<file path="config.mk">
export PLATFORM = sky130hd
export DESIGN_NAME = cbp_mul
export DESIGN_NICKNAME = d
export VERILOG_FILES = /design/src/design/cbp_pkg.sv /design/src/design/cbp_mul.sv
export SDC_FILE = /design/constraint.sdc
export NUM_CORES = 2
export LEC_CHECK = 0
export ABC_AREA = 1
export BUFFER_PORTS_ARGS = -buffer_cell sky130_fd_sc_hd__buf_2
export CORE_MARGIN = 3
export CORE_UTILIZATION = 40
export CTS_CLUSTER_DIAMETER = 50
export DETAILED_ROUTE_END_ITERATION = 10
export HOLD_SLACK_MARGIN = 0.12
export PLACE_DENSITY_LB_ADDON = 0.2
export SYNTH_ARGS = -nofsm -noshare
export SYNTH_HDL_FRONTEND = slang
export SYNTH_SLANG_ARGS = --single-unit
</file>
<file path="constraint.sdc">
create_clock -name clk -period 22.6 [get_ports clk]
set_input_delay 6.78 -clock clk [delete_from_list [all_inputs] [get_ports clk]]
set_output_delay 6.78 -clock clk [all_outputs]
set_load 0.1 [all_outputs]
</file>
<file path="src/design/cbp_pkg.sv">
// Shared types, constants and saturating helpers for the cascaded balance controller.
`default_nettype none
package cbp_pkg;

    typedef logic signed [65:0] wide_t;

    localparam int ERROR_LIMIT_DEF    = 100;
    localparam int INTEGRAL_LIMIT_DEF = 100;
    localparam int ANGLE_LIMIT_DEF    = 30;
    localparam int FRAC_BITS_DEF      = 16;

    localparam int DT_FRAC   = 24;
    localparam int DIV_MAG_W = 57;
    localparam int DIV_CNT_W = $clog2(DIV_MAG_W + 1);

    localparam logic [2:0] REG_SPEED_KP    = 3'd0;
    localparam logic [2:0] REG_SPEED_KI    = 3'd1;
    localparam logic [2:0] REG_SPEED_KD    = 3'd2;
    localparam logic [2:0] REG_TILT_KP     = 3'd3;
    localparam logic [2:0] REG_TILT_KI     = 3'd4;
    localparam logic [2:0] REG_TILT_KD     = 3'd5;
    localparam logic [2:0] REG_FILTER      = 3'd6;
    localparam logic [2:0] REG_DRIVE_LIMIT = 3'd7;

    localparam wide_t S32_MAX = wide_t'(64'sd2147483647);
    localparam wide_t S32_MIN = -S32_MAX - wide_t'(1);

    typedef enum logic [4:0] {
        ST_IDLE, ST_ANG1, ST_ANG2, ST_EST, ST_FLT1, ST_FLT2,
        ST_SERR, ST_SINT0, ST_SINT, ST_SKP, ST_SKI, ST_SWAIT, ST_SKD,
        ST_TERR, ST_TINT0, ST_TINT, ST_TKP, ST_TKI, ST_TWAIT, ST_TKD,
        ST_OUT
    } state_t;

    typedef struct packed {
        logic                 start;
        logic signed [57:0]   num;
        logic [31:0]          den;
    } div_ctrl_t;

    typedef struct packed {
        logic                 busy;
        logic signed [57:0]   quo;
    } div_stat_t;

    function automatic logic signed [31:0] sat32(input wide_t x);
        wide_t r;
        r = x;
        if (x > S32_MAX)
            r = S32_MAX;
        else if (x < S32_MIN)
            r = S32_MIN;
        return r[31:0];
    endfunction

    function automatic wide_t clip(input wide_t x, input wide_t lim);
        wide_t r;
        r = x;
        if (x > lim)
            r = lim;
        else if (x < -lim)
            r = -lim;
        return r;
    endfunction

endpackage
`default_nettype wire

</file>
<file path="src/design/cbp_mul.sv">
// Shared signed 33x33 multiplier with registered product.
`default_nettype none
module cbp_mul (
    input  wire logic               clk,
    input  wire logic signed [32:0] a,
    input  wire logic signed [32:0] b,
    output logic signed [65:0]      p
);
    import cbp_pkg::*;

    wide_t p_reg;

    always_ff @(posedge clk)
    begin
        p_reg <= a * b;
    end

    assign p = p_reg;

endmodule
`default_nettype wire

</file>
-- Yosys cells after proc, flatten, opt, wreduce, memory -nomap -nowiden
Index checks and enable logic that the tools add are counted.
- multipliers: 1
- operators with widths (kind ; count):
    multiplier 33 x 33 -> 66 bit ; 1
- flip-flop bits (word level): 66
- bits of input ports: 67
- output and inout bits: 66

-- Depth between registers and ports, before layout
- word-level depth: 1
- depth in mapped cells: 34
- mapped depth without buffers: 32

-- Worst setup path before layout
Ideal clock, no wire load.
- path type: input to register
- start point: input port a[32]
- end point: register p_reg[60] (netlist: p[60])
- data arrival time: 13.423 ns
- setup slack: 9.064 ns
- stages: 23
- path buffers: 2
- path through: clkbuf_1 -> clkbuf_1 -> nand2_1 -> inv_1 -> fa_1 -> fa_1 -> fa_1 -> fa_1 -> inv_1 -> fa_1 -> fa_1 -> fa_1 -> fa_1 -> inv_1 -> ha_1 -> nand2_1 -> nor2_1 -> inv_1 -> nor3_1 -> nand2_1 -> and2_0 -> nand4_1 -> nand2_1
- word-level cells in the longest chain between the ends: 1
- RTL lines (item ; RTL line ; text):
    start, declared ; cbp_mul.sv:5 ; input wire logic signed [32:0] a,
    multiplier 33 x 33 -> 66 bit ; cbp_mul.sv:15 ; p_reg <= a * b;
    end signal, assigned ; cbp_mul.sv:15 ;
    end, declared ; cbp_mul.sv:11 ; wide_t p_reg;
Every way passes these cells.

-- Worst setup path in the final report
- start point: input port a[32]
- end point: register p_reg[63] (netlist: p[63])
The elaborated chain is that of the path after synthesis.

==> results.tsv <==
stage	metric	value	unit
outcome	status	completed	
worst_setup_path	slowest_stage	fa_1	
layout	drive_above_1_share	0.0419	
yosys	synthSimpleGateAreaFrac	0.166	
worst_setup_path	worstSetupPathType	input port to flip-flop	
worst_setup_path	required	22.87	ns
clocking	postCtsResizedCells	0	
sta	holdWs	7.12	ns
global_routing	grt_pass1_wl	201000	µm
hold_path	whs_endpoint	p[0]$_DFF_P_	
worst_setup_path	cp_common_cell	fa_1	
layout	areaGrowthSynthToFinish	4.25	%
yosys	synthArstFlopShare	0	
sta	fin_crit	14.26	ns
global_routing	grt_pass1_vias	36165	
yosys	syn-mean-instance-area	7.79	µm²
die	num_rows	119	
layout	final_cell_mix	1893 x inv_1, 1517 x nand2_1, 1145 x fa_1	
worst_setup_path	critPathMaxFanout	33	
placement	dpl-instance-area	44700	µm²
clocking	cts.htree.levels	3	
sta	hold_violations	0	
detailed_routing	drc	0	
placement	place.gp.congestion	0.905	
die	core	106000	µm²
layout	largest_register_ffs	66	
yosys	yosys-mux-area-fraction	0	
detailed_routing	dr.pass1.iters	5	
yosys	yosysSeqAreaShare	0.0306	
global_routing	grt_max_degree	35	
yosys	syn_area	43200	µm²
global_routing	gr-total-overflow	0	
worst_setup_path	critPathArrivalTime	14.53	ns
die	die_width	335	µm
clocking	cts_tree	yes	
sta	slew_headroom	0.260	
sta	finalSetupViolCount	0	
worst_setup_path	start_kind	input port	
yosys	yosys_warnings	0	
worst_setup_path	end_kind	flip-flop	
clocking	clkTransAtPathRegs	0.07	ns
layout	layout_commonest_cell	inv_1	
detailed_routing	wl	123000	µm
worst_setup_path	cp_top_family	adder cells	
yosys	yosysUniqueCellTypes	35	
yosys	synth_cells	5543	
sta	fin_tns_setup	0	ns
yosys	synth_compound_area_frac	0.0138	
hold_path	worstHoldPathCells	3	
placement	portBuffers	132	
detailed_routing	initialDrtViolationCount	1684	
sta	post-route-period-util	0.631	
clocking	cts_buffers	9	
worst_setup_path	critPathLaunch	a[32]	
placement	hpwl	104000	µm
yosys	synth_top_area_share	0.531	
worst_setup_path	crit_path_max_incr_delay	1.24	ns
hold_path	min_from	b[0]	
worst_setup_path	cp_cell_sequence	buf_2, nand2_1, inv_1, fa_1, fa_1, fa_1, fa_1, fa_1, fa_1, fa_1, inv_1, fa_1, inv_1, ha_1, nand2_1, nor2_1, nand2_1, nor4_1, nand2_1, nand3_1, nand2_1	
die	die-area	112000	µm²
layout	fill_cells	10956	
worst_setup_path	critPathBufInv	4	
sta	fmaxAchievable	70.1	MHz
layout	regArea	1320	µm²
yosys	synthXorXnorAreaFrac	0.00832	
yosys	synth_top_family_by_area	adder cells	
yosys	ys_ff_latch	66	
yosys	synth.largest_area_cell	fa_1	
layout	multiInputGateArea	33800	µm²
job	drv_cap	0	
detailed_routing	detail-route-antenna-nets	0	
yosys	synth_fa_ha_area_frac	0.594	
clocking	cts.sinks	66	
detailed_routing	wl_per_cell	17.9	µm
die	die_h	335	µm
sta	drv_slew	0	
global_routing	grt_antenna_before_repair	6	
die	initial_core_util	0.407	
detailed_routing	post_drt_via_cell_ratio	4.70	
hold_path	hp-class	input port to flip-flop	
layout	design_area	45000	µm²
global_routing	track_usage	0.231	
clocking	cts_hold_buffers	0	
sta	rsz0062_at_grt	no	
yosys	syn_nets	6972	
layout	layout.nets	6870	
clocking	cts_setup_buffers	0	
die	ioPinCount	133	
yosys	synth-main-ff-cell	dfxtp_1	
clocking	clock-root-buffer	clkbuf_16	
yosys	ys_top_cells_by_area	fa_1 53%, inv_1 16%, nand2_1 13%, ha_1 6.3%, dfxtp_1 3.1%	
detailed_routing	vias	32123	
yosys	synth_enable_flop_cells	0	
clocking	cts.path.max_buffers	2	
sta	tightest_slew	1.11	ns
[synthesized netlist by cell type (2+ instances only)]
cell         n
nor2_2      20
xnor2_1      4
xor2_1      37
nor4_1       4
a21o_1       2
nand3_2      8
a21oi_1     61
or2_2        5
nand3b_1     3
fa_1      1145
nand2_1   1517
nand2_2     17
and2_1       2
inv_1     1894
nor3_1       7
o21ai_1      3
dfxtp_1     66
clkbuf_1   262
o21ai_0     19
nor2_1     131
nor2_4       3
nand4_1     19
o21bai_1    14
ha_1       217
a21oi_2      4
nand3_1     70
[layer usage]
| metal | global-route usage | vias up | share of wire |
|---|---|---|---|
| met5 | 0 | - | 0.00040 |
| met4 | 0.0617 | 8 | 0.030 |
| met3 | 0.0265 | 200 | 0.046 |
| met2 | 0.419 | 790 | 0.51 |
| met1 | 0.290 | 16344 | 0.41 |
| li1 | - | 14781 | - |
[how the worst max path moves through the flow]
stage	endpoint	slack, ns	depth (start not counted)
CTS	p[63]$_DFF_P_	8.35	21
floorplan	p[60]$_DFF_P_	9.06	23
global placement	p[64]$_DFF_P_	8.09	21
global route	p[64]$_DFF_P_	7.86	21
finish	p[63]$_DFF_P_	8.34	21
detailed placement	p[63]$_DFF_P_	7.98	21
[kinds of logic (layout without fill, tap and decap cells)]
kind of cell	Yosys count	in the layout
xor+xnor	41	41
other cells	0	2
flops	66	66
compound gates	106	106
buf+inv	2158	2061
simple gates	1810	1810
fa+ha+maj	1362	1362
[metrics by stage]
stage	utilization	instances	worst slack, ns
2_1_floorplan	-	5543	9.06
3_3_place_gp	0.421	6821	8.09
3_5_place_dp	0.421	6821	7.98
4_1_cts	0.424	6837	8.35
5_1_grt	0.424	6837	7.86
6_report	0.424	6839	8.34
[layout make-up]
cell class / instances / share of cell area
Multi-Input combinational cell: 3319 / 0.750
Inverter: 1895 / 0.158
Tap cell: 1391 / 0.0387
Sequential cell: 66 / 0.0294
Timing Repair Buffer: 150 / 0.0177
Clock buffer: 10 / 0.00531
Clock inverter: 6 / 0.000917
Antenna cell: 2 / 0.000111
Power is not shown: default switching activity piles up to over one toggle a cycle in this logic, so the estimate is an artifact.
