File: config.mk
export PLATFORM = sky130hd
export DESIGN_NAME = cbp_div
export DESIGN_NICKNAME = d
export VERILOG_FILES = /design/src/design/cbp_pkg.sv /design/src/design/cbp_div.sv
export SDC_FILE = /design/constraint.sdc
export NUM_CORES = 1
export LEC_CHECK = 0
export ABC_AREA = 1
export BUFFER_PORTS_ARGS = -buffer_cell sky130_fd_sc_hd__buf_4
export CORE_MARGIN = 2
export CORE_UTILIZATION = 35
export CTS_CLUSTER_SIZE = 25
export DETAILED_ROUTE_END_ITERATION = 10
export GPL_TIMING_DRIVEN = 0
export PLACE_DENSITY = 0.56
export SLEW_MARGIN = 40
export SYNTH_ARGS = -nofsm -noshare
export SYNTH_HDL_FRONTEND = slang
export SYNTH_SLANG_ARGS = --single-unit
File: constraint.sdc
create_clock -name clk -period 4.4 [get_ports clk]
set_clock_uncertainty 0.1 [all_clocks]
set_input_delay 0.88 -clock clk [delete_from_list [all_inputs] [get_ports clk]]
set_output_delay 0.88 -clock clk [all_outputs]
set_load 0.05 [all_outputs]
File: src/design/cbp_pkg.sv
// Shared types, constants and saturating helpers for the cascaded balance controller.
`default_nettype none
package cbp_pkg;

    typedef logic signed [65:0] wide_t;

    localparam int ERROR_LIMIT_DEF    = 100;
    localparam int INTEGRAL_LIMIT_DEF = 100;
    localparam int ANGLE_LIMIT_DEF    = 30;
    localparam int FRAC_BITS_DEF      = 16;

    localparam int DT_FRAC   = 24;
    localparam int DIV_MAG_W = 57;
    localparam int DIV_CNT_W = $clog2(DIV_MAG_W + 1);

    localparam logic [2:0] REG_SPEED_KP    = 3'd0;
    localparam logic [2:0] REG_SPEED_KI    = 3'd1;
    localparam logic [2:0] REG_SPEED_KD    = 3'd2;
    localparam logic [2:0] REG_TILT_KP     = 3'd3;
    localparam logic [2:0] REG_TILT_KI     = 3'd4;
    localparam logic [2:0] REG_TILT_KD     = 3'd5;
    localparam logic [2:0] REG_FILTER      = 3'd6;
    localparam logic [2:0] REG_DRIVE_LIMIT = 3'd7;

    localparam wide_t S32_MAX = wide_t'(64'sd2147483647);
    localparam wide_t S32_MIN = -S32_MAX - wide_t'(1);

    typedef enum logic [4:0] {
        ST_IDLE, ST_ANG1, ST_ANG2, ST_EST, ST_FLT1, ST_FLT2,
        ST_SERR, ST_SINT0, ST_SINT, ST_SKP, ST_SKI, ST_SWAIT, ST_SKD,
        ST_TERR, ST_TINT0, ST_TINT, ST_TKP, ST_TKI, ST_TWAIT, ST_TKD,
        ST_OUT
    } state_t;

    typedef struct packed {
        logic                 start;
        logic signed [57:0]   num;
        logic [31:0]          den;
    } div_ctrl_t;

    typedef struct packed {
        logic                 busy;
        logic signed [57:0]   quo;
    } div_stat_t;

    function automatic logic signed [31:0] sat32(input wide_t x);
        wide_t r;
        r = x;
        if (x > S32_MAX)
            r = S32_MAX;
        else if (x < S32_MIN)
            r = S32_MIN;
        return r[31:0];
    endfunction

    function automatic wide_t clip(input wide_t x, input wide_t lim);
        wide_t r;
        r = x;
        if (x > lim)
            r = lim;
        else if (x < -lim)
            r = -lim;
        return r;
    endfunction

endpackage
`default_nettype wire

File: src/design/cbp_div.sv
// Bit-serial restoring divider for the derivative terms, truncating toward zero.
`default_nettype none
module cbp_div (
    input  wire logic                clk,
    input  wire logic                rst_n,
    input  wire cbp_pkg::div_ctrl_t  ctrl,
    output cbp_pkg::div_stat_t       stat
);
    import cbp_pkg::*;

    logic                 busy_reg;
    logic [DIV_CNT_W-1:0] cnt_reg;
    logic [DIV_MAG_W-1:0] mag_reg;
    logic [32:0]          rem_reg;
    logic [31:0]          den_reg;
    logic                 neg_reg;
    logic signed [57:0]   quo_reg;

    logic [32:0]          rem_sh;
    logic                 fits;
    logic [57:0]          num_abs;

    assign rem_sh  = {rem_reg[31:0], mag_reg[DIV_MAG_W-1]};
    assign fits    = rem_sh >= {1'b0, den_reg};
    assign num_abs = ctrl.num[57] ? 58'(-ctrl.num) : 58'(ctrl.num);

    always_ff @(posedge clk or negedge rst_n)
    begin
        if (!rst_n)
        begin
            busy_reg <= 1'b0;
            cnt_reg  <= '0;
        end
        else if (ctrl.start)
        begin
            busy_reg <= ctrl.den != 32'd0;
            cnt_reg  <= DIV_CNT_W'(DIV_MAG_W);
        end
        else if (busy_reg)
        begin
            cnt_reg <= cnt_reg - DIV_CNT_W'(1);
            if (cnt_reg == DIV_CNT_W'(1))
                busy_reg <= 1'b0;
        end
    end

    always_ff @(posedge clk)
    begin
        if (ctrl.start)
        begin
            mag_reg <= num_abs[DIV_MAG_W-1:0];
            rem_reg <= '0;
            den_reg <= ctrl.den;
            neg_reg <= ctrl.num[57];
            if (ctrl.den == 32'd0)
                quo_reg <= '0;
        end
        else if (busy_reg)
        begin
            rem_reg <= fits ? (rem_sh - {1'b0, den_reg}) : rem_sh;
            mag_reg <= {mag_reg[DIV_MAG_W-2:0], fits};
            if (cnt_reg == DIV_CNT_W'(1))
                quo_reg <= neg_reg ? -$signed({1'b0, mag_reg[DIV_MAG_W-2:0], fits})
                                   : $signed({1'b0, mag_reg[DIV_MAG_W-2:0], fits});
        end
    end

    assign stat.busy = busy_reg;
    assign stat.quo  = quo_reg;

endmodule
`default_nettype wire
-- Yosys cells after proc, flatten, opt, wreduce, memory -nomap -nowiden
Cells that the tools add are included.
Widths: inputs -> output; s select.
- $add $sub $neg: 4
- magnitude comparators: 1
- eq/ne operators: 2
- multiplexer cells: 14
- reductions and logical operators: 5
- operators by type and width (kind ; number):
    $mux 58 ; 5
    $mux 57 ; 3
    $neg 57->58 ; 1
    $neg 57->57 ; 1
    $ge 33x32->1 ; 1
    $logic_not 32->1 ; 1
    $mux 32 ; 1
    $reduce_bool 32->1 ; 1
    $sub 32x32->32 ; 1
    $mux 6 ; 2
    $eq 6x1->1 const B ; 1
    $sub 6x1->6 const B ; 1
    $reduce_bool 2->1 ; 2
    $mux 1 ; 3
    $reduce_and 3->1 ; 1
    $ne 2x1->1 const B ; 1
- register bits after elaboration: 187
- input port bits: 93
- output and inout bits: 59

-- Longest topological paths before layout
Gate-level depths: netlist of run 1.
- word-level depth: 6
- mapped depth: 29
- depth with buffers taken out: 28

-- Least setup slack after synthesis of run 1
Ideal clock, no wire load.
- kind: input to register
- start: in ctrl[90] (netlist bit)
- end: reg quo_reg[0] (enable)
- arrival time: 4.105 ns
- path slack: -0.279 ns
- stages on the path: 6
- path buffers: 2
- cell sequence: clkbuf_1 -> clkinv_1 -> buf_4 -> o21ai_0 -> nand2_1 -> nor2_1
- longest elaborated chain between the ends: 2
- ends and longest elaborated chain (item ; RTL line ; source):
    from (decl) ; cbp_div.sv:6 ; input wire cbp_pkg::div_ctrl_t ctrl,
    $ne 2x1->1 (no line) / $reduce_bool 2->1 (equally long branches) ; n/a ;
    $reduce_and 3->1 (no line) (*) ; n/a ;
    to (signal assigned) ; cbp_div.sv:63 ; quo_reg <= neg_reg ? -$signed({1'b0, mag_reg[DIV_MAG_W-2:0], fits})
    to (decl) ; cbp_div.sv:17 ; logic signed [57:0] quo_reg;
Mark *: on every way between the ends. The rest lies on a longest branch, timed or not.
A chain may end at the register's enable or synchronous reset.

-- Worst setup path after layout of run 1
- start: reg den_reg[28]
- end: reg quo_reg[30], data pin
- longest elaborated chain between the ends: 6
- ends and longest elaborated chain (item ; RTL line ; source):
    from (decl) ; cbp_div.sv:15 ; logic [31:0] den_reg;
    from (signal assigned) ; cbp_div.sv:53 ; den_reg <= ctrl.den;
    $ge 33x32->1 ; cbp_div.sv:24 ; assign fits = rem_sh >= {1'b0, den_reg};
    $neg 57->58 ; cbp_div.sv:63 ;
    $mux 58 ; cbp_div.sv:63 ;
    $mux 58 ; cbp_div.sv:62 ; if (cnt_reg == DIV_CNT_W'(1))
    $mux 58 ; cbp_div.sv:58 ; else if (busy_reg)
    $mux 58 ; cbp_div.sv:49 ; if (ctrl.start)
Every way passes these cells. The select of a mux whose other input is x is not followed.

==> results of run 1 <==
-- worst max-delay path, delay by kind of cell, from the launching register on --
| kind | cells | cell delay, ns |
|---|---|---|
| AND/OR/NAND/NOR | 14 | 1.70 |
| buffers and inverters | 7 | 0.71 |
| adder cells (fa/ha/maj) | 2 | 0.47 |
| flip-flops | 1 | 0.37 |
| AO/OA/AOI/OAI | 2 | 0.30 |
| XOR/XNOR | 1 | 0.16 |
-- how the worst min path moves through the flow --
stage                startpoint          end  slack [ns]  depth (start not counted)
finish                    rst_n   cnt_reg[2]        0.13                          1
global route              rst_n   cnt_reg[0]        0.13                          1
CTS                       rst_n   cnt_reg[2]        0.13                          1
detailed placement  rem_reg[31]  rem_reg[31]        0.36                          2
global placement    rem_reg[25]  rem_reg[25]        0.36                          2
floorplan           rem_reg[15]  rem_reg[15]        0.34                          2
-- cell families (layout without fill, tap and decap cells) --
family                     count (synthesis)  in the layout  synth area share (%)
buffers and inverters                    266            458                  8.20
DFF                                      187            187                  41.2
AOI/OAI and AO/OA                        263            263                  11.8
and+or+nand+nor                          880            880                  29.9
adders and majority gates                 37             37                  3.69
xor gates and xnor gates                  75             75                  5.15
-- routing by layer --
| metal | wire (um) | global-route usage, % | up-vias | part of all wire, % |
|---|---|---|---|---|
| li1 | - | - | 6061 | - |
| met1 | 20400 | 32.1 | 5636 | 45 |
| met2 | 22000 | 41.6 | 369 | 48 |
| met3 | 2150 | 2.55 | 55 | 4.7 |
| met4 | 1140 | 7.15 | 0 | 2.5 |
| met5 | 0 | 0 | - | 0 |
-- synthesized netlist by cell type (14+ instances only) --
| cell | n |
|---|---|
| nand2_1 | 390 |
| nor2_1 | 246 |
| inv_1 | 212 |
| edfxtp_1 | 148 |
| nand3_1 | 105 |
| o21ai_0 | 100 |
| a21oi_1 | 79 |
| xor2_1 | 52 |
| nor3_1 | 51 |
| ha_1 | 36 |
| dfxtp_1 | 32 |
| clkbuf_1 | 28 |
| nand4_1 | 24 |
| xnor2_1 | 23 |
| nor4_1 | 17 |
| a31oi_1 | 16 |
| o211ai_1 | 14 |
-- final cells by class --
| cell class | instances | area share (%) |
|---|---|---|
| multi-input cells | 1255 | 42.7 |
| flip-flops and latches | 187 | 34.4 |
| repair buffers | 160 | 8.38 |
| inverters | 219 | 5.44 |
| well taps | 461 | 3.77 |
| clock buffers | 19 | 2.83 |
| plain buffers | 47 | 1.56 |
| clock inverters | 13 | 0.917 |
-- stage by stage --
step	std cells	setup WS (ns)
5_1_grt	2361	-0.00328
3_5_place_dp	2324	-0.309
6_report	2361	0.297
4_1_cts	2356	0.0572
2_1_floorplan	1708	0.683
3_3_place_gp	2320	-1.15
-- what timing repair did --
item                                    CTS  global route
pin swaps                                 0             6
gates resized for setup                   5            20
endpoints found under the setup margin   12            14
cloned                                    0             0
buffers inserted                          0             5
-- power by group --
part | internal, uW | leakage [uW] | switching (uW)
sequential | 2150 | 0.00181 | 193
combinational | 647 | 0.00450 | 1240
clock | 842 | 0.000272 | 721
==> flow_summary.yaml, run 1 <==
power_and_ir_drop:
  finalPower_uw: 5790
  leakage_uw: 0.00657
  powerDensity_mw_per_mm2: 379
  ir_drop_v: 0.000285
finish:
  drive_gt1_share_pct: 13.6
  final_util_pct: 42.8
  fin_nets: 2017
  final_area_mm2: 0.0153
  antennaDiodeCount: 0
  multi_input_comb_area_mm2: 0.00653
  largest_reg_flops: 58
  fillers: 3745
  regArea_mm2: 0.00526
  final_cell_mix: "nand2_1, nor2_1, inv_1"
  area_growth_syn_to_layout_pct: 19.9
  mostFrequentLayoutCell: "nand2_1"
floorplan:
  die_h_um: 195
  ios: 152
  die_w_um: 195
  fp-row-count: 69
  start_util_pct: 35.7
  dieArea_mm2: 0.0380
  core_area_mm2: 0.0357
clock_tree:
  clkLatencyLatePin_ns: 0.44
  clkSinkCount: 187
  ctsHoldBuffers: 0
  h-tree-depth: 4
  cts-root-buf: "clkbuf_16"
  clk_pin_slew_ns: 0.08
  numCtsBuffers: 17
  cts_tree: "built"
  cts_buffer_depth: 2
synth:
  synth_area_mm2: 0.0128
  synth_area_leader_cell: "edfxtp_1"
  synth_cell_types: 56
  synth-main-ff-cell: "edfxtp_1"
  synth_warnings: 0
  postSynthAreaPerCell_um2: 7.47
  synthArstFlopShare_pct: 3.74
  synth_edf_count: 148
  synthTopCellsByArea: "edfxtp_1, nand2_1, nor2_1, inv_1, dfxtp_1"
  synth_top_area_share_pct: 34.8
  synth_fp_nets: 1838
  synth_cells: 1708
  ys_seq_area_share_pct: 41.2
  synth_seq_cells: 187
critical_path:
  worstPathArrival_ns: 4.18
  crit_start: "den_reg[28]"
  cp-endpoint: "quo_reg[30]"
  critPathSlowestCell: "edfxtp_1"
  startpoint_type: "register"
  reg2reg_slack_ns: 0.30
  slowest_delay_ns: 0.37
  reg2regPathDepth: 26
  critPathMaxFanout: 10
  crit_path_end_kind: "register"
  required_ns: 4.48
  timing.rr.end: "quo_reg[30]"
  r2r_start: "den_reg[28]"
  worstSetupPathType: "register to register"
route:
  drtAntennaViolNets: 0
  drt_iter0_drc: 961
  drc: 0
  firstDrtPassIters: 5
  wl_per_cell_um: 19.4
  vias: 12100
  vias_per_cell: 5.13
  routed_wl_um: 45700
grt:
  grt_pass1_wl_um: 70100
  grt_max_degree: 57
  antenna_found_initial: 0
  grt_pass1_vias: 12100
  grt_usage_pct: 24.2
  overflow: 0
timing:
  timing.final.crit_period_ns: 4.10
  worst_hold_slack_ns: 0.131
  tns_ns: 0
  worst_pin_slew_ns: 0.839
  finalCritPeriodShare_pct: 93.3
  clock.fmax_mhz: 244
  maxSlewHeadroom_pct: 43.8
  slew_viol_final: 0
  hold_viol_final: 0
  setup_violations: 0
place:
  post_dp_cell_area_mm2: 0.0146
  gp_congestion: 0.952
  portBuffers: 151
  dp_hpwl_um: 36800
run_status:
  outcome: "finished clean"
worst_hold_path:
  hp-class: "primary input to async pin"
flow_run:
  cap_violations: 0
Power figures use the tool's default switching activity.
==> run 2: changes to the inputs <==
--- a/config.mk
+++ b/config.mk
@@ -7,11 +7,11 @@
 export LEC_CHECK = 0
 export ABC_AREA = 1
 export BUFFER_PORTS_ARGS = -buffer_cell sky130_fd_sc_hd__buf_4
-export CORE_MARGIN = 2
 export CORE_UTILIZATION = 35
 export CTS_CLUSTER_SIZE = 25
 export DETAILED_ROUTE_END_ITERATION = 10
 export GPL_TIMING_DRIVEN = 0
+export HOLD_SLACK_MARGIN = 0.1
 export PLACE_DENSITY = 0.56
 export SLEW_MARGIN = 40
 export SYNTH_ARGS = -nofsm -noshare
==> constraint.sdc (replaced) <==
create_clock -name clk -period 4.68 [get_ports clk]
set_clock_uncertainty 0.1 [all_clocks]
set_input_delay 0.936 -clock clk [delete_from_list [all_inputs] [get_ports clk]]
set_output_delay 0.936 -clock clk [all_outputs]
set_load 0.05 [all_outputs]
==> run 2 against run 1 <==
Worst hold slack better by 0.059 ns. Total power down 6.8%. Routed wire length down 0.35%. Sequential share of layout area up 0.23 points. The run now ends with DRC left. Register-to-register slack better by 0.02 ns. Combinational power down 8%. Critical endpoint is now quo_reg[48].
==> flow_summary.yaml, run 2 (same netlist as run 1, synthesis figures left out) <==
grt:
  antenna_found_initial: 0
  grt_pass1_wl_um: 68900
  grt_max_degree: 63
  grt_pass1_vias: 12100
  grt_usage_pct: 24.9
  overflow: 0
timing:
  hold_viol_final: 0
  clock.fmax_mhz: 229
  rsz0062_at_grt: "false"
  worst_pin_slew_ns: 0.848
  finalCritPeriodShare_pct: 93.3
  slew_viol_final: 0
  setup_violations: 0
  maxSlewHeadroom_pct: 42.9
  timing.final.crit_period_ns: 4.37
clock_tree:
  clkLatencyLatePin_ns: 0.44
  postCtsSetupRepairBufs: 0
  cts_buffer_depth: 2
  h-tree-depth: 4
  cts-root-buf: "clkbuf_16"
  clk_pin_slew_ns: 0.08
  ctsHoldBuffers: 0
  numCtsBuffers: 17
  cts_tree: "built"
  clkSinkCount: 187
power_and_ir_drop:
  p_sw_share_pct: 37.2
  combinationalPowerShare_pct: 32.3
  seq_power_share_pct: 40.8
  clock_power_share_pct: 27.0
  ir_drop_v: 0.000254
  powerDensity_mw_per_mm2: 355
  power.switching_uw: 2010
  leakage_uw: 0.00652
  p_int_uw: 3390
  finalPower_uw: 5400
place:
  portBuffers: 151
  gp_congestion: 0.947
  dp_hpwl_um: 36600
critical_path:
  worstPathArrival_ns: 4.44
  critPathMaxFanout: 10
  crit_path_end_kind: "register"
  slowest_delay_ns: 0.37
  critPathTopFamily: "simple AND/OR/NAND/NOR gates"
  worstSetupPathType: "register to register"
  cp.depth: 23
  startpoint_type: "register"
  required_ns: 4.75
  reg2regPathDepth: 23
  cp_cell_sequence: "inv_1 > ha_1 > nand2_1 > inv_1 > nand2_1 > nand2_1 > a21oi_1 > nand2_1 > nor2_4 > nand2_2 > inv_2 > buf_4 > ha_1 > inv_1 > nor3_4 > nand2_2 > inv_1 > nand4_1 > nor3_4 > nand2_1 > o21ai_0 > xor2_1 > nor2_1"
  path_buf_inv: 6
  cp_common_cell: "nand2_1"
  critPathSlowestCell: "edfxtp_1"
route:
  vias_per_cell: 5.19
  drtAntennaViolNets: 0
  wl_per_cell_um: 19.3
  drc: 16
  vias: 12200
  drt_iter0_drc: 966
  firstDrtPassIters: 8
  routed_wl_um: 45500
finish:
  final_cell_mix: "nand2_1, nor2_1, inv_1"
  final_util_pct: 42.5
  fin_nets: 2012
  mostFrequentLayoutCell: "nand2_1"
  largest_reg_flops: 58
  area_growth_syn_to_layout_pct: 19.1
  drive_gt1_share_pct: 12.9
  antennaDiodeCount: 0
flow_run:
  cap_violations: 0
floorplan:
  ios: 152
  dieArea_mm2: 0.0372
  core_area_mm2: 0.0357
  fp-row-count: 69
  start_util_pct: 35.7
  die_w_um: 193
  die_h_um: 193
run_status:
  violations: "DRC"
  outcome: "finished, violations left"
worst_hold_path:
  hp-class: "primary input to async pin"
==> run 2: layer usage <==
layer | vias to the layer above | share of wire (%) | GRT usage, % | wire length (um)
met5 | - | 0 | 0 | 0
li1 | 6046 | - | - | -
met3 | 58 | 4.8 | 2.86 | 2200
met1 | 5723 | 44 | 32.4 | 20100
met4 | 0 | 2.6 | 7.90 | 1190
met2 | 395 | 48 | 42.7 | 22000
==> run 2: power by group through the flow <==
stage | logic (uW) | clock network, uW | registers, uW
floorplan | 1070 | 0 | 2270
global placement | 1700 | 0 | 2230
detailed placement | 1720 | 0 | 2230
CTS | 1730 | 1480 | 2200
global route | 1920 | 1550 | 2220
finish | 1740 | 1460 | 2200
==> run 2: per-stage QoR <==
| stage | cell area (um^2) | hold slack (ns) | TNS [ns] | worst slack, ns | instances |
|---|---|---|---|---|---|
| final | 15200 | 0.190 | 0 | 0.312 | 2356 |
| after global routing | 15200 | 0.183 | 0 | 0.00348 | 2356 |
| after CTS | 15200 | 0.176 | 0 | 0.0602 | 2356 |
| after detailed placement | 14600 | 0.372 | -0.0280 | -0.0280 | 2324 |
| after global placement | 14500 | 0.358 | -98.92 | -0.868 | 2320 |
| after floorplan | 12800 | 0.344 | 0 | 0.907 | 1708 |
==> run 2: final timing paths <==
check                         endpoint        start  slack, ns
max in group asynchronous   cnt_reg[4]        rst_n       4.16
min                         cnt_reg[2]        rst_n       0.19
max reg2reg                quo_reg[48]  den_reg[28]       0.31
min in group clk           rem_reg[21]  rem_reg[21]       0.38
max                        quo_reg[48]  den_reg[28]       0.31
min reg2reg                rem_reg[21]  rem_reg[21]       0.38
==> run 2: layout make-up <==
type | instances | area, um^2
multi-input cells | 1255 | 6480
flip-flops and latches | 187 | 5260
repair buffers | 155 | 1240
fillers | 3726 | 20600
well taps | 461 | 577
clock buffers | 17 | 425
plain buffers | 47 | 226
inverters | 219 | 827
clock inverters | 15 | 148
==> run 2: repair_timing <==
action	4_1_cts	5_1_grt
hold endpoints to repair	0	0
endpoints found under the setup margin	1	15
cloned	0	0
resized for setup	1	5
